File: config.mk
export PLATFORM = sky130hd
export DESIGN_NAME = motor_operation_sequencer
export DESIGN_NICKNAME = d
export VERILOG_FILES = /design/src/rtl/core/mos_pkg.sv /design/src/rtl/core/motor_operation_sequencer.sv /design/src/rtl/core/mos_step.sv
export SDC_FILE = /design/constraint.sdc
export NUM_CORES = 1
export LEC_CHECK = 0
export BUFFER_PORTS_ARGS = -buffer_cell sky130_fd_sc_hd__buf_2
export CELL_PAD_IN_SITES_DETAIL_PLACEMENT = 0
export CELL_PAD_IN_SITES_GLOBAL_PLACEMENT = 1
export CORE_UTILIZATION = 43
export DETAILED_ROUTE_END_ITERATION = 8
export PLACE_DENSITY = 0.82
export SLEW_MARGIN = 20
export SYNTH_ARGS = -nofsm -noshare
export SYNTH_HDL_FRONTEND = slang
export SYNTH_SLANG_ARGS = --single-unit
File: constraint.sdc
create_clock -name clk -period 2 [get_ports clk]
set_input_delay 0.1 -clock clk [delete_from_list [all_inputs] [get_ports clk]]
set_output_delay 0.1 -clock clk [all_outputs]
set_load 0.05 [all_outputs]
File: src/rtl/core/mos_pkg.sv
// motor operation sequencer package: item codes and the result flag bundle
package mos_pkg;

  // item function codes
  localparam logic [1:0] FUNC_REQ   = 2'd0;
  localparam logic [1:0] FUNC_TICK  = 2'd1;
  localparam logic [1:0] FUNC_QUERY = 2'd2;

  // single-bit result flags of one item
  typedef struct packed {
    logic rejected;
    logic drive_valid;
    logic init_event;
    logic before_run_event;
    logic finish_event;
    logic status_match;
  } evt_t;

endpackage

File: src/rtl/core/motor_operation_sequencer.sv
// motor operation sequencer: input register, phase machine and result register
//
// Input channel (in_*): one item per handshake, accepted when in_valid is
// high and in_stall low. func 0 requests an operation, 1 ticks the phase
// machine one step, 2 queries idle status against a given operation.
// Result channel (out_*): exactly one result item per input item, in order,
// carrying the event flags, the drive command, the phase after the item and
// the last completed operation.
// Each accepted item passes through the input register and then the result
// register; one item is taken every cycle as long as the result side keeps
// out_stall low. The phase update is combinational between the two registers.
// When out_stall is held, the result register holds its item, the input
// register fills, and in_stall rises one item later; nothing is dropped.
// Synchronous active-low reset empties both registers and puts the phase
// machine in init with current, pending and last operation cleared.
module motor_operation_sequencer #(
  parameter int OP_BITS = 3
) (
  input  logic               clk,
  input  logic               rst_n,
  input  logic               in_valid,
  output logic               in_stall,
  input  logic [1:0]         in_func,
  input  logic [OP_BITS-1:0] in_operation,
  input  logic               in_forced,
  input  logic               in_banned,
  input  logic               in_run_done,
  input  logic               in_stop_met,
  output logic               out_valid,
  input  logic               out_stall,
  output logic               out_rejected,
  output logic               out_drive_valid,
  output logic [OP_BITS-1:0] out_drive_operation,
  output logic               out_init_event,
  output logic               out_before_run_event,
  output logic               out_finish_event,
  output logic               out_status_match,
  output logic [2:0]         out_phase,
  output logic [OP_BITS-1:0] out_last_operation
);
  import mos_pkg::*;

  logic               s1_vld_r;
  logic [1:0]         s1_func_r;
  logic [OP_BITS-1:0] s1_op_r;
  logic               s1_forced_r, s1_banned_r, s1_run_done_r, s1_stop_met_r;

  logic               out_vld_r;
  evt_t               out_evt_r;
  logic [OP_BITS-1:0] out_drive_op_r;
  logic [2:0]         out_phase_r;
  logic [OP_BITS-1:0] out_last_op_r;

  evt_t               evt;
  logic [OP_BITS-1:0] drive_op;
  logic [2:0]         phase_nxt;
  logic [OP_BITS-1:0] last_op_nxt;

  logic out_en, s1_en, step_en;

  // stage enables
  assign out_en   = !out_vld_r || !out_stall;
  assign s1_en    = !s1_vld_r || out_en;
  assign step_en  = s1_vld_r && out_en;
  assign in_stall = !s1_en;

  // input register
  always_ff @(posedge clk) begin
    if (!rst_n) begin
      s1_vld_r <= 1'b0;
    end else if (s1_en) begin
      s1_vld_r <= in_valid;
    end
  end

  always_ff @(posedge clk) begin
    if (s1_en && in_valid) begin
      s1_func_r     <= in_func;
      s1_op_r       <= in_operation;
      s1_forced_r   <= in_forced;
      s1_banned_r   <= in_banned;
      s1_run_done_r <= in_run_done;
      s1_stop_met_r <= in_stop_met;
    end
  end

  mos_step #(
    .OP_BITS(OP_BITS)
  ) u_step (
    .clk        (clk),
    .rst_n      (rst_n),
    .step_en    (step_en),
    .func       (s1_func_r),
    .op         (s1_op_r),
    .forced     (s1_forced_r),
    .banned     (s1_banned_r),
    .run_done   (s1_run_done_r),
    .stop_met   (s1_stop_met_r),
    .evt        (evt),
    .drive_op   (drive_op),
    .phase_nxt  (phase_nxt),
    .last_op_nxt(last_op_nxt)
  );

  // result register
  always_ff @(posedge clk) begin
    if (!rst_n) begin
      out_vld_r <= 1'b0;
    end else if (out_en) begin
      out_vld_r <= s1_vld_r;
    end
  end

  always_ff @(posedge clk) begin
    if (step_en) begin
      out_evt_r      <= evt;
      out_drive_op_r <= drive_op;
      out_phase_r    <= phase_nxt;
      out_last_op_r  <= last_op_nxt;
    end
  end

  assign out_valid            = out_vld_r;
  assign out_rejected         = out_evt_r.rejected;
  assign out_drive_valid      = out_evt_r.drive_valid;
  assign out_drive_operation  = out_drive_op_r;
  assign out_init_event       = out_evt_r.init_event;
  assign out_before_run_event = out_evt_r.before_run_event;
  assign out_finish_event     = out_evt_r.finish_event;
  assign out_status_match     = out_evt_r.status_match;
  assign out_phase            = out_phase_r;
  assign out_last_operation   = out_last_op_r;

endmodule

File: src/rtl/core/mos_step.sv
// motor operation sequencer phase machine: state registers and per-item next-state logic
module mos_step #(
  parameter int OP_BITS = 3
) (
  input  logic               clk,
  input  logic               rst_n,
  input  logic               step_en,
  input  logic [1:0]         func,
  input  logic [OP_BITS-1:0] op,
  input  logic               forced,
  input  logic               banned,
  input  logic               run_done,
  input  logic               stop_met,
  output mos_pkg::evt_t      evt,
  output logic [OP_BITS-1:0] drive_op,
  output logic [2:0]         phase_nxt,
  output logic [OP_BITS-1:0] last_op_nxt
);
  import mos_pkg::*;

  typedef enum logic [2:0] {
    PH_INIT          = 3'd0,
    PH_IDLE          = 3'd1,
    PH_START         = 3'd2,
    PH_RUN           = 3'd3,
    PH_WAIT          = 3'd4,
    PH_BEFORE_FINISH = 3'd5,
    PH_FINISH        = 3'd6
  } phase_t;

  phase_t             phase_r, phase_n;
  logic [OP_BITS-1:0] cur_r, cur_nxt;
  logic [OP_BITS-1:0] pend_r, pend_nxt;
  logic [OP_BITS-1:0] done_r, done_nxt;

  // next state and result for the item in the input register
  always_comb begin
    phase_n  = phase_r;
    cur_nxt  = cur_r;
    pend_nxt = pend_r;
    done_nxt = done_r;
    evt      = '0;
    drive_op = '0;
    unique case (func)
      FUNC_REQ: begin
        if (!forced && banned) begin
          evt.rejected = 1'b1;
        end else if (forced) begin
          cur_nxt = op;
          phase_n = PH_START;
        end else begin
          pend_nxt = op;
        end
      end
      FUNC_TICK: begin
        unique case (phase_r)
          PH_INIT: begin
            evt.init_event = 1'b1;
            phase_n        = PH_IDLE;
          end
          PH_IDLE: begin
            if (pend_r != '0) begin
              pend_nxt = '0;
              if (!banned && pend_r != cur_r) begin
                cur_nxt = pend_r;
                phase_n = PH_START;
              end
            end
          end
          PH_START: begin
            if (cur_r == '0) begin
              phase_n = PH_IDLE;
            end else begin
              evt.before_run_event = 1'b1;
              evt.drive_valid      = 1'b1;
              drive_op             = cur_r;
              phase_n              = PH_RUN;
            end
          end
          PH_RUN: begin
            if (run_done) phase_n = PH_WAIT;
          end
          PH_WAIT: begin
            if (stop_met) phase_n = PH_BEFORE_FINISH;
          end
          PH_BEFORE_FINISH: begin
            // stop command to the driver
            evt.drive_valid = 1'b1;
            phase_n         = PH_FINISH;
          end
          PH_FINISH: begin
            done_nxt         = cur_r;
            cur_nxt          = '0;
            evt.finish_event = 1'b1;
            phase_n          = PH_IDLE;
          end
          default: begin
            phase_n = phase_r;
          end
        endcase
      end
      FUNC_QUERY: begin
        evt.status_match = (phase_r == PH_IDLE) && (done_r == op);
      end
      default: begin
        phase_n = phase_r;
      end
    endcase
  end

  assign phase_nxt   = phase_n;
  assign last_op_nxt = done_nxt;

  // phase and operation registers
  always_ff @(posedge clk) begin
    if (!rst_n) begin
      phase_r <= PH_INIT;
      cur_r   <= '0;
      pend_r  <= '0;
      done_r  <= '0;
    end else if (step_en) begin
      phase_r <= phase_n;
      cur_r   <= cur_nxt;
      pend_r  <= pend_nxt;
      done_r  <= done_nxt;
    end
  end

  // idle is only reached with no current operation
  a_idle_no_current: assert property (@(posedge clk) disable iff (!rst_n)
    phase_r == PH_IDLE |-> cur_r == '0)
    else $error("idle phase with a current operation");

  // a nonzero drive command always enters the run phase
  a_drive_to_run: assert property (@(posedge clk) disable iff (!rst_n)
    step_en && evt.drive_valid && drive_op != '0 |-> phase_n == PH_RUN)
    else $error("drive command without entering run");

  // a finished operation lands in idle with the completed code recorded
  a_finish_idle: assert property (@(posedge clk) disable iff (!rst_n)
    step_en && evt.finish_event |=> phase_r == PH_IDLE && done_r == $past(cur_r))
    else $error("finish did not return to idle");

  // a refused request changes no state
  a_reject_hold: assert property (@(posedge clk) disable iff (!rst_n)
    step_en && evt.rejected |=> phase_r == $past(phase_r) && cur_r == $past(cur_r)
      && pend_r == $past(pend_r))
    else $error("refused request changed state");

endmodule
==> impl_metrics.ini <==
[placed_design]
gp_congestion = 0.840
io_buffers = 29
pre_cts_ws_ns = 0.207
hpwl_um = 2380
placed_area_um2 = 1930

[die]
die_area_um2 = 4250
ioPinCount = 30
die_h_um = 65.2
core_area_um2 = 3740
initial_utilization_pct = 45.9
rows = 22
die-width_um = 65.2

[pwr]
ir_drop_uv = 474
power_leakage_nw = 0.818
p_seq_share_pct = 55.5
switchingPower_uw = 402
swShare_pct = 24.9
p_per_area_nw_per_um2 = 764
p_comb_share_pct = 11.6
p_int_mw = 1.21
p_clk_share_pct = 32.9

[global_routing]
grt_pass1_vias = 1260
antenna_found_initial = 0
grt_remaining_overflow = 0
grt_max_degree = 20
grt_pass1_wl_um = 5830
grt_usage_pct = 18.7

[clocking]
clk-insertion-delay-late_ns = 0.29
cts_hold_buf = 9
post_cts_buffers = 0
cts_max_level = 2
path_clk_slew_ns = 0.07
cts_tree = done
cts_made_buffers = 5
cts_resized = 0
cts.sinks = 38
clockBufferDepth = 2
cts_root_buf = clkbuf_8

[layout]
final_cell_mix = buf_2, edfxtp_1, dfxtp_1
fillers = 332
nNetsFinal = 203
layout_commonest_cell = buf_2
diodes = 0
seqCellArea_um2 = 1000
layout-drive-gt1-share_pct = 26.7
area_growth_pct = 23.1
multi_input_area_um2 = 681
design_area_um2 = 2110

[route]
first_iter_violations = 134
drc = 0
totalWireLength_um = 3430
ant_nets = 0
vias_per_cell = 5.31
firstDrtPassIters = 4
wl_per_cell_um = 14.3
vias = 1268

[worst_hold_path]
holdPathStages = 3
hold_class = primary input to register

[setup_path]
worstSetupStartpointType = register
endpoint_kind = register
worst_ep_arrival_time_ns = 1.99
ff2ff_path_depth = 4
required_ns = 2.17
r2r_setup_slack_ns = 0.18
critPathMaxFanout = 13
crit_type = register to register

[timing]
hold_viol = 0
worst_pin_slew_ns = 0.416
fmax_mhz = 550
relSlewSlack_pct = 72.2
finalMaxSlewViolations = 0
tns_ns = 0
setup_ws_ns = 0.181
finClkSkew_ns = 0.00289
min_period_ns = 1.82
period_share_pct = 91.0
setup_viol = 0
rsz0062_at_grt = no

[logic_synthesis]
synthDistinctLibCells = 43
yosys_warnings = 0
synth-edff-count = 24
avgSynthCellArea_um2 = 11.8
netlist_instances = 146
synth_seq_cells = 38
syn-cell-area_um2 = 1720
synthArstFlopShare_pct = 0
ys_seq_area_share_pct = 58.3
synth_nets = 159
synth_flop_cell = edfxtp_1

[run_status]
outcome = finished clean

[job]
max_cap_viol_count = 0
Yosys cell counts (all sizes together) (2+ instances only):
cell type	number	area, um2
edfxtp	24	721
dfxtp	14	280
o21ai	10	53.8
nor2	9	33.8
nand2	7	26.3
a21oi	6	30.0
and2	6	37.5
nand3	6	30.0
mux2	5	56.3
xnor2	5	43.8
a31oi	4	25.0
clkbuf	4	15.0
mux2i	4	40.0
nor2b	4	25.0
nor3	4	25.0
inv	3	11.3
nand2b	3	18.8
o21a	3	22.5
or3	3	18.8
a311oi	2	41.3
and3	2	12.5
nor3b	2	20.0
nor4b	2	17.5
path summary, 6_finish.rpt:
check,start,to
hold / removal,in_valid,s1_vld_r
setup reg to reg,u_step.phase_r[2],u_step.cur_r[2]
setup / recovery,u_step.phase_r[2],u_step.cur_r[2]
hold reg to reg,s1_vld_r,out_valid
cells by family (layout without fill, tap and decap cells):
group	after synthesis	count (layout)	share of synthesized area, %
buffers and inverters	9	54	2.04
AND/OR/NAND/NOR	52	52	17.4
multiplexers	9	9	5.61
AO/OA/AOI/OAI	32	32	13.6
flip-flops	38	38	58.3
XOR/XNOR	6	6	3.06
state kept, by name, indices dropped and copies added, names as in the netlist, 2 cells and up:
register / count
out_drive_operation: 3
out_last_operation: 3
out_phase: 3
s1_func_r: 2
s1_op_r: 3
u_step.cur_r: 3
u_step.done_r: 3
u_step.pend_r: 3
u_step.phase_r: 3
power groups by stage:
| stage | Clock, mW | Sequential [mW] | Combinational (mW) |
|---|---|---|---|
| floorplan | 0 | 0.953 | 0.0802 |
| global route | 0.581 | 0.901 | 0.202 |
| CTS | 0.545 | 0.896 | 0.187 |
| finish | 0.532 | 0.896 | 0.187 |
| detailed placement | 0 | 0.913 | 0.173 |
| global placement | 0 | 0.912 | 0.171 |
worst max-delay path, stage by stage (launching register included):
cell,delay (ns)
dfxtp_1,0.56
nand3b_1,0.31
a311oi_2,0.36
o21ai_2,0.13
mux2_1,0.34
layer usage:
metal	global-route usage (%)	vias up	share of wire, %
li1	-	627	-
met1	22.2	594	43
met2	30.4	39	49
met3	6.25	8	5.3
met4	8.70	0	2.2
met5	0	-	0
stage by stage:
stage	std cells	hold slack [ns]	power, mW	utilization (%)
2_1_floorplan	146	0.199	1.03	-
3_5_place_dp	222	0.278	1.09	51.6
5_1_grt	239	0.0744	1.68	56.5
6_report	239	0.0304	1.62	56.5
3_3_place_gp	222	0.276	1.08	51.6
4_1_cts	239	0.0250	1.63	56.5
cell type report:
cell class                 count  share of cell area, %
timing repair buffer          42                   12.6
clock inverter                 1                  0.237
tap                           48                   2.84
inverter                       4                  0.710
sequential                    38                   47.4
clock buffer                   7                   4.09
multi-input combinational     99                   32.2
Power figures use the tool's default switching activity.
